$ cat src/rtl/core/assert_macros.svh
// Assertion helpers shared by the limiter RTL.
// Each check samples on the rising edge of clk.
`ifndef ASSERT_MACROS_SVH
`define ASSERT_MACROS_SVH

// Check a property while out of reset.
`define DTBL_ASSERT(lbl, prop, msg) \
	lbl: assert property (@(posedge clk) disable iff (!arst_n) prop) else $error(msg);

// Check a property on every edge, reset included.
`define DTBL_ASSERT_ALWAYS(lbl, prop, msg) \
	lbl: assert property (@(posedge clk) prop) else $error(msg);

`endif

$ cat src/rtl/core/dtbl_pkg.sv
`timescale 1ns / 1ps
package dtbl_pkg;

	localparam int LEVEL_W  = 32;
	localparam int TICK_W   = 32;
	localparam int CFG_W    = 31;
	localparam int ACTION_W = 2;
	localparam int CFG_IDX_W = 4;

	localparam logic [ACTION_W-1:0] ACT_TICK  = 2'd0;
	localparam logic [ACTION_W-1:0] ACT_READ  = 2'd1;
	localparam logic [ACTION_W-1:0] ACT_WRITE = 2'd2;

	localparam logic [CFG_IDX_W-1:0] REG_READ_RATE  = 4'd0;
	localparam logic [CFG_IDX_W-1:0] REG_READ_CEIL  = 4'd1;
	localparam logic [CFG_IDX_W-1:0] REG_WRITE_RATE = 4'd2;
	localparam logic [CFG_IDX_W-1:0] REG_WRITE_CEIL = 4'd3;

	localparam logic [CFG_W-1:0] CFG_RESET_VALUE = 31'd65536;
	localparam logic signed [LEVEL_W-1:0] LEVEL_RESET = 32'sd65536;
	localparam logic signed [LEVEL_W-1:0] LEVEL_MAX = 32'sh7fff_ffff;
	localparam logic signed [LEVEL_W-1:0] LEVEL_MIN = 32'sh8000_0000;

	typedef struct packed {
		logic [CFG_W-1:0] read_refill;
		logic [CFG_W-1:0] read_ceil;
		logic [CFG_W-1:0] write_refill;
		logic [CFG_W-1:0] write_ceil;
	} cfg_regs_t;

	typedef struct packed {
		logic refill;
		logic take;
	} bucket_op_t;

endpackage

$ cat src/rtl/core/dtbl_bucket.sv
`timescale 1ns / 1ps
module dtbl_bucket (
	input  dtbl_pkg::bucket_op_t                op,
	input  logic signed [dtbl_pkg::LEVEL_W-1:0] level,
	input  logic [dtbl_pkg::CFG_W-1:0]          elapsed,
	input  logic [dtbl_pkg::CFG_W-1:0]          rate,
	input  logic [dtbl_pkg::CFG_W-1:0]          ceiling,
	input  logic signed [dtbl_pkg::LEVEL_W-1:0] amount,
	output logic signed [dtbl_pkg::LEVEL_W-1:0] level_next,
	output logic                                sat
);

	logic [2*dtbl_pkg::CFG_W-1:0]        product;
	logic signed [dtbl_pkg::LEVEL_W+1:0] sum;
	logic signed [dtbl_pkg::LEVEL_W:0]   diff;
	logic                                over_ceil;
	logic                                diff_ovf;

	assign product = elapsed * rate;

	// A product at or above 2^32 always lands past any ceiling.
	assign sum = {{2{level[dtbl_pkg::LEVEL_W-1]}}, level}
		+ $signed({2'b00, product[dtbl_pkg::LEVEL_W-1:0]});
	assign over_ceil = (|product[2*dtbl_pkg::CFG_W-1:dtbl_pkg::LEVEL_W])
		|| (sum > $signed({3'b000, ceiling}));

	assign diff = {level[dtbl_pkg::LEVEL_W-1], level}
		- {amount[dtbl_pkg::LEVEL_W-1], amount};
	assign diff_ovf = diff[dtbl_pkg::LEVEL_W] != diff[dtbl_pkg::LEVEL_W-1];
	assign sat = op.take && diff_ovf;

	always_comb begin
		level_next = level;
		if (op.refill) begin
			level_next = over_ceil ? $signed({1'b0, ceiling}) : sum[dtbl_pkg::LEVEL_W-1:0];
		end else if (op.take) begin
			if (diff_ovf) begin
				level_next = diff[dtbl_pkg::LEVEL_W] ? dtbl_pkg::LEVEL_MIN : dtbl_pkg::LEVEL_MAX;
			end else begin
				level_next = diff[dtbl_pkg::LEVEL_W-1:0];
			end
		end
	end

endmodule

$ cat config.mk
export PLATFORM = sky130hd
export DESIGN_NAME = dtbl_bucket
export DESIGN_NICKNAME = d
export VERILOG_FILES = /design/src/rtl/core/assert_macros.svh /design/src/rtl/core/dtbl_pkg.sv /design/src/rtl/core/dtbl_bucket.sv
export SDC_FILE = /design/constraint.sdc
export NUM_CORES = 2
export LEC_CHECK = 0
export BUFFER_PORTS_ARGS = -buffer_cell sky130_fd_sc_hd__buf_2
export CAP_MARGIN = 10
export CORE_UTILIZATION = 65
export DETAILED_ROUTE_END_ITERATION = 6
export PLACE_DENSITY = 0.94
export SLEW_MARGIN = 20
export SYNTH_ARGS = -nofsm -noshare
export SYNTH_HDL_FRONTEND = slang
export SYNTH_SLANG_ARGS = --single-unit
$ cat constraint.sdc
create_clock -name vclk -period 31.5
set_clock_uncertainty 0.2 [all_clocks]
set_input_delay 3.15 -clock vclk [all_inputs]
set_output_delay 3.15 -clock vclk [all_outputs]
set_load 0.05 [all_outputs]
; Word level (Yosys, flattened, before mapping)
; Cells that the tools add are included.
[word_totals]
register_bits = 0
inputBits = 159
out_inout_bits = 33
word_cells = 13
[classes]
add_sub_neg = 2
n_mul = 1
n_lt_le_gt_ge = 1
n_eq_ne = 1
n_mux = 5
reduce_logical = 3
[op_table]
columns = cell, n
row1 = 2-to-1 mux 32 bit, 5
row2 = multiplier 31 x 31 -> 62 bit, 1
row3 = adder 32 x 33 -> 34 bit, 1
row4 = greater-than comparator 34 x 32 -> 1 bit, 1
row5 = subtractor 32 x 32 -> 33 bit, 1
row6 = OR reduction 30 bit, 1
row7 = logical AND 1 bit, 1
row8 = logical OR 1 bit, 1
row9 = inequality test 1 bit, 1

; Depth between registers and ports, before layout
[logic_depth]
depth_word = 6
depth_mapped = 46
depth_no_buf = 43

; Worst setup path before layout
; OpenSTA, ideal clock, no wires.
[synth_timing]
path_kind = input to output
start = in elapsed[13] (netlist name)
end = out level_next[1] (netlist name)
arrival_ns = 13.398
required_ns = 28.150
setup_slack_ns = 14.752
path_stages = 43
n_path_buf = 3
cell_sequence = clkbuf_1 -> and2_1 -> fa_1 -> fa_1 -> fa_1 -> inv_1 -> fa_1 -> inv_1 -> fa_1 -> inv_1 -> fa_1 -> inv_1 -> fa_1 -> fa_1 -> ha_1 -> a21oi_1 -> o21ai_0 -> a21oi_1 -> (+7 left out) -> nand3_1 -> nand4b_1 -> a21o_1 -> nand2_1 -> a21o_1 -> a21oi_1 -> xnor2_1 -> ha_1 -> a21oi_1 -> o21ai_0 -> a211oi_1 -> a31o_2 -> a31oi_1 -> a21oi_1 -> and2_1 -> clkbuf_1 -> a311oi_1 -> a311oi_1
[synth_between]
elab_chain_cells = 6
word_cells_on_any_way = 7
cone_classes = add/sub: 1 / mul: 1 / order compare: 1 / mux: 2 / reduce/logical: 2
[synth_lines]
columns = item, line_no
row1 = from (decl), dtbl_bucket.sv:5  ; input logic [dtbl_pkg::CFG_W-1:0] elapsed,
row2 = multiplier 31 x 31 -> 62 bit *, dtbl_bucket.sv:19  ; assign product = elapsed * rate;
row3 = adder 32 x 33 -> 34 bit, dtbl_bucket.sv:23  ; + $signed({2'b00, product[dtbl_pkg::LEVEL_W-1:0]});
row4 = greater-than comparator 34 x 32 -> 1 bit, dtbl_bucket.sv:25  ; || (sum > $signed({3'b000, ceiling}));
row5 = logical OR 1 bit *, dtbl_bucket.sv:25
row6 = 2-to-1 mux 32 bit *, dtbl_bucket.sv:35  ; level_next = over_ceil ? $signed({1'b0, ceiling}) : sum[dtbl_pkg::LEVEL_W-1:0];
row7 = 2-to-1 mux 32 bit *, dtbl_bucket.sv:34  ; if (op.refill) begin
row8 = to (decl), dtbl_bucket.sv:9  ; output logic signed [dtbl_pkg::LEVEL_W-1:0] level_next,
; Every way passes the cells marked *; elsewhere a longest branch is shown, timed or not.

; Final worst setup path
[layout_timing]
start = in elapsed[12] (netlist name)
end = out level_next[23] (netlist name)
[layout_between]
elab_chain_cells = 6
word_cells_on_any_way = 7
cone_classes = add/sub: 1 / mul: 1 / order compare: 1 / mux: 2 / reduce/logical: 2
[layout_lines]
columns = item, line_no
row1 = multiplier 31 x 31 -> 62 bit *, dtbl_bucket.sv:19
row2 = adder 32 x 33 -> 34 bit, dtbl_bucket.sv:23
row3 = greater-than comparator 34 x 32 -> 1 bit, dtbl_bucket.sv:25
row4 = logical OR 1 bit, dtbl_bucket.sv:25
row5 = 2-to-1 mux 32 bit *, dtbl_bucket.sv:35
row6 = 2-to-1 mux 32 bit *, dtbl_bucket.sv:34
; Marked as above.

==> flow_metrics.py <==
metrics = {
    "synthesis": {
        "synth_top_family_by_area": "adder cells",
        "ys_types": 82,
        "synth-compound-area-share": 0.09180,
        "synth_mux_area_frac": 0.002225,
        "syn_inst": 4421,
        "ys_seq_area_frac": 0,
        "yosys.area_share.xor_xnor": 0.02116,
        "synth_nets": 5770,
        "yosysTopAreaCell": "fa_1",
        "synth-adder-area-share": 0.5624,
        "synthDominantCellAreaShare": 0.4459,
        "synthTopCellsByArea": "fa_1, ha_1, and2_1, inv_1, nand2_1",
        "yosys.area_share.simple": 0.2082,
        "syn-cell-area_um2": 37670,
        "ys_warn_count": 0,
        "syn_avg_cell_area_um2": 8.521,
    },
    "worst_hold_path": {
        "worst_hold_path_type": "in2out",
    },
    "global_route": {
        "grt_pass1_vias": 34430,
        "grt_max_degree": 65,
        "grt.total_usage": 0.3765,
        "grt_pass1_wl_mm": 177.0,
        "antenna_found_initial": 6,
        "grt_overflow": 0,
    },
    "layout": {
        "layout-drive-gt1-share": 0.05231,
        "regArea_um2": 0,
        "seq_cells": 0,
        "fin_area_um2": 38710,
        "syn2layout_area_growth_pct": 2.770,
        "final_cell_mix": "inv_1, fa_1, and2_1",
        "fin_util": 0.6813,
        "n_clock_buffer": 0,
        "layout.nets": 5729,
        "nFillCells": 4269,
        "final_common_cell": "inv_1",
    },
    "critical_path": {
        "crit_fanout": 31,
        "cp_slowest_stage_delay_ps": 720,
        "cp_slowest_cell": "and2_1",
        "critPathKind": "in2out",
        "start_kind": "primary input",
        "crit_family": "adder cells",
        "end_kind": "primary output",
        "cp.required_ps": 28150,
        "cp_data_arrival_time_ps": 14480,
        "critical_path.endpoint": "level_next[23]",
        "path_depth": 40,
        "worst-path-buf-inv": 6,
        "path_common_cell": "fa_1",
        "cp-startpoint": "elapsed[12]",
    },
    "place": {
        "postPlaceCellArea_um2": 38690,
        "gp_congestion": 1.011,
        "dp_hpwl_mm": 87.88,
        "io_buffers": 192,
    },
    "routing": {
        "viasPerCell": 6.169,
        "drt-initial-drc-count": 3239,
        "num_vias": 31710,
        "drc": 0,
        "routedWlPerCell_um": 21.03,
        "postRouteAntennaNets": 0,
        "drt-pass1-iter-count": 6,
        "wl_mm": 108.1,
    },
    "job": {
        "maxCapViolCount": 0,
    },
    "sta": {
        "slew_violations": 0,
        "setup_viol": 0,
        "tns_ps": 0,
        "fin_crit_sh": 0.5659,
        "maxSlewHeadroom": 0.3371,
        "fmax_mhz": 56.10,
        "hold_violations": 0,
        "grt_setup_unrepaired": "false",
        "tightest_slew_ps": 994.4,
        "final.min_clock_period_ps": 17830,
    },
    "die": {
        "dieArea_um2": 58920,
        "die_w_um": 242.7,
        "coreArea_um2": 56820,
        "row_count": 87,
        "start_util": 0.6630,
        "dieHeight_um": 242.7,
        "pin_count": 192,
    },
    "clock_network": {
        "hold_buffers": 0,
        "cts_setup_buffers": 0,
        "ctsResizeCount": 0,
    },
    "status": {
        "status": "complete, no violations",
    },
}
[worst min-delay path by stage]
stage	cells past startpoint	slack [ps]	startpoint	end
after floorplan	4	6440	level[16]	level_next[16]
after global placement	4	6540	ceiling[10]	level_next[10]
after detailed placement	4	6540	ceiling[10]	level_next[10]
after CTS	4	6550	ceiling[10]	level_next[10]
after global routing	4	6560	ceiling[10]	level_next[10]
final	4	6540	ceiling[10]	level_next[10]
[cell families after synthesis]
kind of cell	after synthesis
AO/OA/AOI/OAI	528
buffers and inverters	1139
multiplexers	8
adder cells (fa/ha/maj)	1190
AND/OR/NAND/NOR	1465
XOR/XNOR	91
[worst min-delay path: cells and delay by family]
family,cells,cell delay (ps)
AO/OA/AOI/OAI,1,80
buffers and inverters,3,360
[final cells by class]
| cell class | instances | area, um2 | share of cell area |
|---|---|---|---|
| Multi-Input combinational cell | 3282 | 33370 | 0.8621 |
| Inverter | 898 | 3371 | 0.08707 |
| Timing Repair Buffer | 198 | 1006 | 0.02598 |
| Tap cell | 756 | 945.9 | 0.02443 |
| Antenna cell | 7 | 17.52 | 0.0004525 |
[metal layers]
| metal | GRT usage | share of wire |
|---|---|---|
| met4 | 0.1711 | 0.055 |
| met1 | 0.4703 | 0.36 |
| met5 | 0 | 0 |
| met3 | 0.08315 | 0.11 |
| met2 | 0.6251 | 0.47 |
[per-stage QoR]
step                worst slack [ps]  instances  hold slack [ps]
finish                         13670       5141             6545
global route                   12950       5139             6563
CTS                            13840       5134             6546
detailed placement             13860       5134             6544
global placement               14110       5134             6539
floorplan                      14750       4421             6436
[Yosys cell counts (16+ instances only)]
master	number
inv_1	897
fa_1	839
and2_1	684
nand2_1	414
ha_1	351
clkbuf_1	231
a21oi_1	174
nor2_1	124
o21ai_0	79
xnor2_1	62
a21o_1	44
nand4_1	42
nor3_1	41
xor2_1	29
nand3_1	27
nor2b_1	27
a211oi_1	25
nand2b_1	24
a311oi_1	23
o211ai_1	20
a31oi_1	19
and3_1	18
o21a_1	17
and4_1	16
o21ai_1	16
