==> src/rtl/core/assert_macros.svh <==
// Assertion helpers shared by the limiter RTL.
// Each check samples on the rising edge of clk.
`ifndef ASSERT_MACROS_SVH
`define ASSERT_MACROS_SVH

// Check a property while out of reset.
`define DTBL_ASSERT(lbl, prop, msg) \
	lbl: assert property (@(posedge clk) disable iff (!arst_n) prop) else $error(msg);

// Check a property on every edge, reset included.
`define DTBL_ASSERT_ALWAYS(lbl, prop, msg) \
	lbl: assert property (@(posedge clk) prop) else $error(msg);

`endif

==> src/rtl/core/dtbl_pkg.sv <==
`timescale 1ns / 1ps
package dtbl_pkg;

	localparam int LEVEL_W  = 32;
	localparam int TICK_W   = 32;
	localparam int CFG_W    = 31;
	localparam int ACTION_W = 2;
	localparam int CFG_IDX_W = 4;

	localparam logic [ACTION_W-1:0] ACT_TICK  = 2'd0;
	localparam logic [ACTION_W-1:0] ACT_READ  = 2'd1;
	localparam logic [ACTION_W-1:0] ACT_WRITE = 2'd2;

	localparam logic [CFG_IDX_W-1:0] REG_READ_RATE  = 4'd0;
	localparam logic [CFG_IDX_W-1:0] REG_READ_CEIL  = 4'd1;
	localparam logic [CFG_IDX_W-1:0] REG_WRITE_RATE = 4'd2;
	localparam logic [CFG_IDX_W-1:0] REG_WRITE_CEIL = 4'd3;

	localparam logic [CFG_W-1:0] CFG_RESET_VALUE = 31'd65536;
	localparam logic signed [LEVEL_W-1:0] LEVEL_RESET = 32'sd65536;
	localparam logic signed [LEVEL_W-1:0] LEVEL_MAX = 32'sh7fff_ffff;
	localparam logic signed [LEVEL_W-1:0] LEVEL_MIN = 32'sh8000_0000;

	typedef struct packed {
		logic [CFG_W-1:0] read_refill;
		logic [CFG_W-1:0] read_ceil;
		logic [CFG_W-1:0] write_refill;
		logic [CFG_W-1:0] write_ceil;
	} cfg_regs_t;

	typedef struct packed {
		logic refill;
		logic take;
	} bucket_op_t;

endpackage

==> src/rtl/core/dtbl_cfg_if.sv <==
`timescale 1ns / 1ps
interface dtbl_cfg_if;
	logic                               valid;
	logic                               ready;
	logic [dtbl_pkg::CFG_IDX_W-1:0]     index;
	logic [31:0]                        data;

	modport source (output valid, index, data, input ready);
	modport sink (input valid, index, data, output ready);
endinterface

==> src/rtl/core/dtbl_cfg.sv <==
`timescale 1ns / 1ps
module dtbl_cfg (
	input  logic                clk,
	input  logic                arst_n,
	dtbl_cfg_if.sink            cfg,
	output dtbl_pkg::cfg_regs_t regs
);

	dtbl_pkg::cfg_regs_t regs_q;

	assign cfg.ready = 1'b1;
	assign regs = regs_q;

	// Keep the low 31 bits of each write; drop writes to unknown indexes.
	always_ff @(posedge clk or negedge arst_n) begin
		if (!arst_n) begin
			regs_q.read_refill  <= dtbl_pkg::CFG_RESET_VALUE;
			regs_q.read_ceil    <= dtbl_pkg::CFG_RESET_VALUE;
			regs_q.write_refill <= dtbl_pkg::CFG_RESET_VALUE;
			regs_q.write_ceil   <= dtbl_pkg::CFG_RESET_VALUE;
		end else if (cfg.valid) begin
			case (cfg.index)
				dtbl_pkg::REG_READ_RATE:  regs_q.read_refill  <= cfg.data[dtbl_pkg::CFG_W-1:0];
				dtbl_pkg::REG_READ_CEIL:  regs_q.read_ceil    <= cfg.data[dtbl_pkg::CFG_W-1:0];
				dtbl_pkg::REG_WRITE_RATE: regs_q.write_refill <= cfg.data[dtbl_pkg::CFG_W-1:0];
				dtbl_pkg::REG_WRITE_CEIL: regs_q.write_ceil   <= cfg.data[dtbl_pkg::CFG_W-1:0];
				default: ;
			endcase
		end
	end

endmodule

==> src/flat_wrapper.sv <==
// flat-port wrapper written by rule: the top's interface ports become plain ports
module dtbl_cfg_flat 
  (clk, arst_n, regs, cfg_valid, cfg_index, cfg_data, cfg_ready);
  dtbl_cfg_if cfg_i ();
  input  logic clk;
  input  logic arst_n;
  output dtbl_pkg::cfg_regs_t regs;
  input wire logic [$bits(cfg_i.valid)-1:0] cfg_valid;
  input wire logic [$bits(cfg_i.index)-1:0] cfg_index;
  input wire logic [$bits(cfg_i.data)-1:0] cfg_data;
  output wire logic [$bits(cfg_i.ready)-1:0] cfg_ready;
  assign cfg_i.valid = cfg_valid;
  assign cfg_i.index = cfg_index;
  assign cfg_i.data = cfg_data;
  assign cfg_ready = cfg_i.ready;
  dtbl_cfg u_core (.clk(clk), .arst_n(arst_n), .cfg(cfg_i), .regs(regs));
endmodule
==> config.mk <==
export PLATFORM = sky130hd
export DESIGN_NAME = dtbl_cfg_flat
export DESIGN_NICKNAME = d
export VERILOG_FILES = /design/src/rtl/core/assert_macros.svh /design/src/rtl/core/dtbl_pkg.sv /design/src/rtl/core/dtbl_cfg_if.sv /design/src/rtl/core/dtbl_cfg.sv /design/src/flat_wrapper.sv
export SDC_FILE = /design/constraint.sdc
export NUM_CORES = 1
export LEC_CHECK = 0
export BUFFER_PORTS_ARGS = -buffer_cell sky130_fd_sc_hd__buf_2
export CAP_MARGIN = 20
export CORE_ASPECT_RATIO = 1.1
export CORE_MARGIN = 2
export CORE_UTILIZATION = 43
export CTS_CLUSTER_SIZE = 10
export DETAILED_ROUTE_END_ITERATION = 6
export GPL_ROUTABILITY_DRIVEN = 0
export PLACE_DENSITY = 0.74
export SLEW_MARGIN = 20
export SYNTH_ARGS = -nofsm -noshare
export SYNTH_HDL_FRONTEND = slang
export SYNTH_SLANG_ARGS = --single-unit
==> constraint.sdc <==
create_clock -name clk -period 2.34 [get_ports clk]
set_clock_uncertainty 0.15 [all_clocks]
set_input_delay 0.351 -clock clk [delete_from_list [all_inputs] [get_ports clk]]
set_output_delay 0.351 -clock clk [all_outputs]
set_load 0.02 [all_outputs]
# Word-level counts from Yosys, hierarchy flattened
# Cells that the tools add are included.
# totals
ff_bits	124
inputBits	39
out_inout_bits	125
# classes
reduce_logical	5
eq_ne	3
# op_table
op	n
4-bit by 2-bit == test with 1-bit output (second input constant)	2
2-bit AND reduction	4
4-bit by 1-bit == test with 1-bit output (second input constant)	1
4-bit zero test	1

# Longest topological paths before layout
# Gate-level depths: netlist (run 1).
# logic_depth
depth_word	2
depth_mapped	4
depth_no_buf	3

# Least setup slack after synthesis (run 1)
# OpenSTA, ideal clock, no wires.
# synth_timing
kind	input port to flip-flop
from	input port cfg_index[1]
to	register u_core.regs_q (netlist bit u_core.regs[0])
arrival_time_ns	1.273
n_path_buf	1
slack_ns	0.793
cell_stages	4
setup_time_ns	0.125
cell_sequence	nand2_1 nor4b_4 buf_6 mux2_2
# synth_between
elab_chain_cells	2
# synth_lines
element	line	rtl
from (decl)	flat_wrapper.sv:9	input wire logic [$bits(cfg_i.index)-1:0] cfg_index;
4-bit by 2-bit == test with 1-bit output	dtbl_cfg.sv:22	case (cfg.index)
2-bit AND reduction (no line)	--	
to (decl)	dtbl_cfg.sv:9	dtbl_pkg::cfg_regs_t regs_q;
# No other way between the ends.
# A chain may end at the register's enable or synchronous reset.

# Final worst setup path (run 1)
# layout_timing
from	register u_core.regs_q (netlist bit u_core.regs[16])
to	output port regs[16] (netlist name)
# layout_lines
element	line	rtl
to (decl)	flat_wrapper.sv:7	output dtbl_pkg::cfg_regs_t regs;
# No word-level cell between the ends.

==> impl_metrics.json, run 1 <==
{
  "result_of_the_run": "finished, final reports clean",
  "seqPwrFrac_pct": 38.1,
  "largest_register_ffs": 124,
  "irDropWorstVdd_mv": 0.591,
  "via_count": 2898,
  "die_y_um": 113,
  "tritoncts": "built",
  "finish.utilization_pct": 60.6,
  "p_sw_share_pct": 28.5,
  "setup_violations": 0,
  "floorplan.io_pins": 164,
  "post-cts-setup-buffers": 0,
  "startpoint_type": "flop",
  "first_global_vias": 3051,
  "tns_ns": 0,
  "route.detailed.wl_per_inst_um": 16.8,
  "drv_slew": 0,
  "cts-buffers-inserted": 17,
  "internal_power_w": 0.00543,
  "place_worst_setup_slack_ns": 0.596,
  "post-route-period-util_pct": 68.1,
  "rsz_0062_raised_after_global_routing": "false",
  "p_total_w": 0.00760,
  "area_growth_syn_to_fin_pct": 36.3,
  "final_layout_size_suffix_gt1_share_pct": 69.8,
  "min_path_type": "primary input to flop",
  "critical_path_arrival_ns": 1.09,
  "syn-num-nets": 309,
  "clock_tree.buffer_depth": 2,
  "filler_cell_count": 822,
  "cp_top_family": "flip-flops",
  "postSynthAreaPerCell_sq_um": 17.3,
  "timing.critical_path.slowest_cell_delay_ns": 0.53,
  "nets": 488,
  "drt_pre_antenna_iters": 4,
  "routed_vias_inst": 4.81,
  "drc_errors": 0,
  "grt_use_met3_pct": 5.99,
  "cp-end-kind": "output pin",
  "grt_first_pass_wirelength_um": 15600,
  "crit_path_max_delay_cell_type": "sky130_fd_sc_hd__dfstp_2",
  "final_cell_mix": "sky130_fd_sc_hd__buf_2, sky130_fd_sc_hd__dfrtp_1, sky130_fd_sc_hd__mux2_2",
  "hold_violations": 0,
  "rows": 39,
  "sequential_cell_area_sq_um": 3110,
  "ant_nets": 0,
  "routing_usage_on_met2_pct": 30.1,
  "grt_max_degree": 67,
  "global_route.usage.met1_pct": 20.7,
  "critPathRequiredTime_ns": 1.84,
  "synth-seq-cells": 124,
  "grt_overflow": 0,
  "cts-root-buf": "sky130_fd_sc_hd__clkbuf_16",
  "drt_iter0_markers": 71,
  "share_clk_of_total_power_pct": 38.2,
  "die-width_um": 103,
  "io_buffer_count": 161,
  "number_of_antenna_violations_at_the_first_check_in_global_routing": 0,
  "crit_chain": "buf_2",
  "clk_pin_slew_ns": 0.05,
  "coreArea_sq_um": 10500,
  "critPathMaxFanout": 2,
  "timing.final.crit_period_ns": 1.59,
  "timing.final.ws_setup_ns": 0.746,
  "synth_cell_type_count": 15,
  "crit_type": "flop to output pin",
  "clkLatencyLatePin_ns": 0.40,
  "clock.fmax_mhz": 628,
  "syn_inst": 270,
  "combPwrFrac_pct": 23.6,
  "power.density_nw_per_um2": 1190,
  "hpwl_um": 7150,
  "clock_sinks": 124,
  "gr-max-usage-layer": "met2",
  "static-leakage-power_nw": 3.16,
  "synthesis.area_sq_um": 4670,
  "max_cap_viol_count": 0,
  "net-switching-power_w": 0.00216,
  "wirelength_um": 10200,
  "start_util_pct": 44.5,
  "ys_seq_area_share_pct": 66.6,
  "grt.total_usage_pct": 17.8,
  "die_area_sq_um": 11700,
  "layout_commonest_cell": "sky130_fd_sc_hd__buf_2",
  "yosys_warnings": 0,
  "critPathBufInv": 1,
  "multiInputGateArea_sq_um": 1470,
  "diodes": 0,
  "htree_num_levels": 4
}
==> layer usage <==
metal / vias to the layer above / routed length (um)
met2: 93 / 5400
met5: - / 0
li1: 1313 / -
met3: 9 / 528
met4: 0 / 116
met1: 1483 / 4110
==> power groups by stage <==
stage	Combinational [W]	Sequential (W)	Clock [W]
after floorplan	0.000445	0.00355	0
after global placement	0.00178	0.00290	0
after detailed placement	0.00182	0.00293	0
after CTS	0.00182	0.00290	0.00297
after global routing	0.00191	0.00295	0.00306
final	0.00180	0.00290	0.00290
==> area by class of cell <==
cell class,instances,share of cell area (%)
clock buffers,24,8.04
multi-input cells,133,23.1
well taps,143,2.81
flip-flops and latches,124,48.9
repair buffers,173,14.8
clock inverters,6,2.44
==> cells by family after synthesis <==
logic type,count (synthesis),share of synthesized area (%)
other,1,0.0804
DFF,124,66.6
muxes,124,29.9
buffers and inverters,13,2.01
and+or+nand+nor,8,1.37
==> synth_stat cells (all sizes together) <==
| master | n | area share (%) |
|---|---|---|
| mux2 | 124 | 30 |
| nand2 | 2 | 0.16 |
| conb | 1 | 0.080 |
| nand3 | 1 | 0.11 |
| nor4b | 1 | 0.51 |
| nor3 | 1 | 0.21 |
| nor2 | 1 | 0.080 |
| buf | 13 | 2.0 |
| dfstp | 4 | 2.3 |
| nor2b | 1 | 0.13 |
| dfrtp | 120 | 64 |
| and2b | 1 | 0.16 |
==> timing repair <==
| item | 4_1_cts | 5_1_grt |
|---|---|---|
| hold endpoints to repair | 23 | 0 |
| hold buffers | 1 | 0 |
| gates resized for setup | 0 | 0 |
==> final timing paths <==
kind	endpoint	slack, ns	cells past startpoint	from
max in group asynchronous	u_core.regs[119]	1.12	3	arst_n
setup reg to reg	u_core.regs[99]	1.40	1	u_core.regs[99]
hold reg to reg	u_core.regs[27]	0.33	1	u_core.regs[27]
setup / recovery	regs[16]	0.75	1	u_core.regs[16]
min in group asynchronous	u_core.regs[103]	0.25	2	arst_n
hold / removal	u_core.regs[67]	0.06	2	cfg_data[5]
==> stage by stage <==
stage          instances  cell area (sq um)  hold slack [ns]
3_5_place_dp         572               5680            0.135
3_3_place_gp         572               5680            0.126
4_1_cts              603               6360           0.0421
2_1_floorplan        270               4670          -0.0946
5_1_grt              603               6360           0.0519
6_report             603               6360           0.0583
(Power assumes the default switching activity.)
==> inputs of run 2 (changes only) <==
Clock period 2.34 ns to 1.5 ns, I/O delays scaled along.
==> impl_metrics.json, run 2 (synthesized netlist as in run 1, its figures left out) <==
{
  "global_route.usage.met1_pct": 21.2,
  "final_layout_size_suffix_gt1_share_pct": 65.4,
  "finish.utilization_pct": 64.4,
  "result_of_the_run": "finished, final reports clean",
  "tritoncts": "built",
  "clkLatencyLatePin_ns": 0.40,
  "grt_first_pass_wirelength_um": 17000,
  "htree_num_levels": 4,
  "drt_iter0_markers": 51,
  "number_of_antenna_violations_at_the_first_check_in_global_routing": 0,
  "die_area_sq_um": 11700,
  "seqPwrFrac_pct": 38.3,
  "largest_register_ffs": 124,
  "grt_max_degree": 35,
  "io_buffer_count": 161,
  "hpwl_um": 7160,
  "cts-root-buf": "sky130_fd_sc_hd__clkbuf_16",
  "area_growth_syn_to_fin_pct": 44.8,
  "clock_sinks": 124,
  "routing_usage_on_met2_pct": 34.0,
  "clk_pin_slew_ns": 0.05,
  "layout_commonest_cell": "sky130_fd_sc_hd__buf_2",
  "final_cell_mix": "sky130_fd_sc_hd__buf_2, sky130_fd_sc_hd__dfrtp_1, sky130_fd_sc_hd__mux2_2",
  "gr-max-usage-layer": "met2",
  "ant_nets": 0,
  "crit_path_max_delay_cell_type": "sky130_fd_sc_hd__dfstp_2",
  "share_clk_of_total_power_pct": 37.2,
  "hold_violations": 0,
  "static-leakage-power_nw": 3.33,
  "post-route-period-util_pct": 97.5,
  "finalInstanceArea_sq_um": 6760,
  "setup_violations": 0,
  "internal_power_w": 0.00839,
  "cp_top_family": "flip-flops",
  "net-switching-power_w": 0.00343,
  "holdWs_ns": 0.130,
  "rows": 39,
  "crit_chain": "buf_2",
  "die_y_um": 113,
  "drv_slew": 0,
  "critPathRequiredTime_ns": 1.12,
  "place_area_sq_um": 5790,
  "irDropWorstVdd_mv": 0.942,
  "routed_vias_inst": 4.87,
  "p_sw_share_pct": 29.0,
  "clock_tree.buffer_depth": 2,
  "wirelength_um": 10800,
  "clock.fmax_mhz": 684,
  "grt_overflow": 0,
  "timing.final.crit_period_ns": 1.46,
  "startpoint_type": "flop",
  "combPwrFrac_pct": 24.5,
  "timing.critical_path.slowest_cell_delay_ns": 0.52,
  "grt.total_usage_pct": 19.4,
  "critical_path_arrival_ns": 1.09,
  "cts-buffers-inserted": 17,
  "drc_errors": 0,
  "via_count": 3100,
  "p_total_w": 0.0118,
  "coreArea_sq_um": 10500,
  "route.detailed.wl_per_inst_um": 17.0,
  "cp-end-kind": "output pin",
  "die-width_um": 103,
  "power.density_nw_per_um2": 1750,
  "critPathBufInv": 1,
  "grt_use_met3_pct": 4.88,
  "drt_pre_antenna_iters": 6,
  "start_util_pct": 44.5,
  "first_global_vias": 3330,
  "floorplan.io_pins": 164,
  "crit_type": "flop to output pin",
  "tns_ns": 0,
  "rsz_0062_raised_after_global_routing": "false",
  "max_cap_viol_count": 0,
  "critPathMaxFanout": 2,
  "diodes": 0,
  "min_path_type": "primary input to async pin",
  "nets": 521
}
==> run 2: cell type report <==
class	count	area (sq um)
Tap cell	143	179
Sequential cell	124	3110
Clock inverter	6	130
Clock buffer	25	515
Timing Repair Buffer	206	1360
Multi-Input combinational cell	133	1470
Fill cell	773	3730
==> run 2: routing by layer <==
layer / wire [um] / share of wire [%]
met5: 0 / 0
met4: 298 / 2.8
met3: 437 / 4.0
met2: 5860 / 54
met1: 4210 / 39
==> run 2: what timing repair did <==
item / CTS / global route
hold endpoints to repair: 244 / 0
setup endpoints to repair: 0 / 2
hold buffers: 32 / 0
setup buffers: 0 / 0
resized for setup: 0 / 3
==> run 2: path summary, 6_finish.rpt <==
check                           startpoint         endpoint  cells past startpoint  slack, ns
max                        u_core.regs[78]         regs[78]                      1       0.04
max in group asynchronous           arst_n  u_core.regs[78]                      3       0.51
min                                 arst_n  u_core.regs[73]                      2       0.13
min in group clk              cfg_index[3]  u_core.regs[30]                      4       0.29
min reg2reg                u_core.regs[36]  u_core.regs[36]                      1       0.33
max reg2reg                u_core.regs[15]  u_core.regs[15]                      1       0.56
==> run 2: power by group through the flow <==
| stage | sequential, W | clock (W) | combinational, W |
|---|---|---|---|
| final | 0.00453 | 0.00439 | 0.00290 |
| after CTS | 0.00453 | 0.00447 | 0.00293 |
| after global routing | 0.00462 | 0.00466 | 0.00309 |
| after global placement | 0.00454 | 0 | 0.00280 |
| after detailed placement | 0.00457 | 0 | 0.00286 |
| after floorplan | 0.00554 | 0 | 0.000695 |
==> run 2: stage by stage <==
stage | std cells | setup slack, ns
after global placement | 574 | -0.101
after global routing | 637 | 0.00156
final | 637 | 0.0380
after CTS | 637 | 0.00944
after floorplan | 270 | 0.0786
after detailed placement | 574 | -0.159
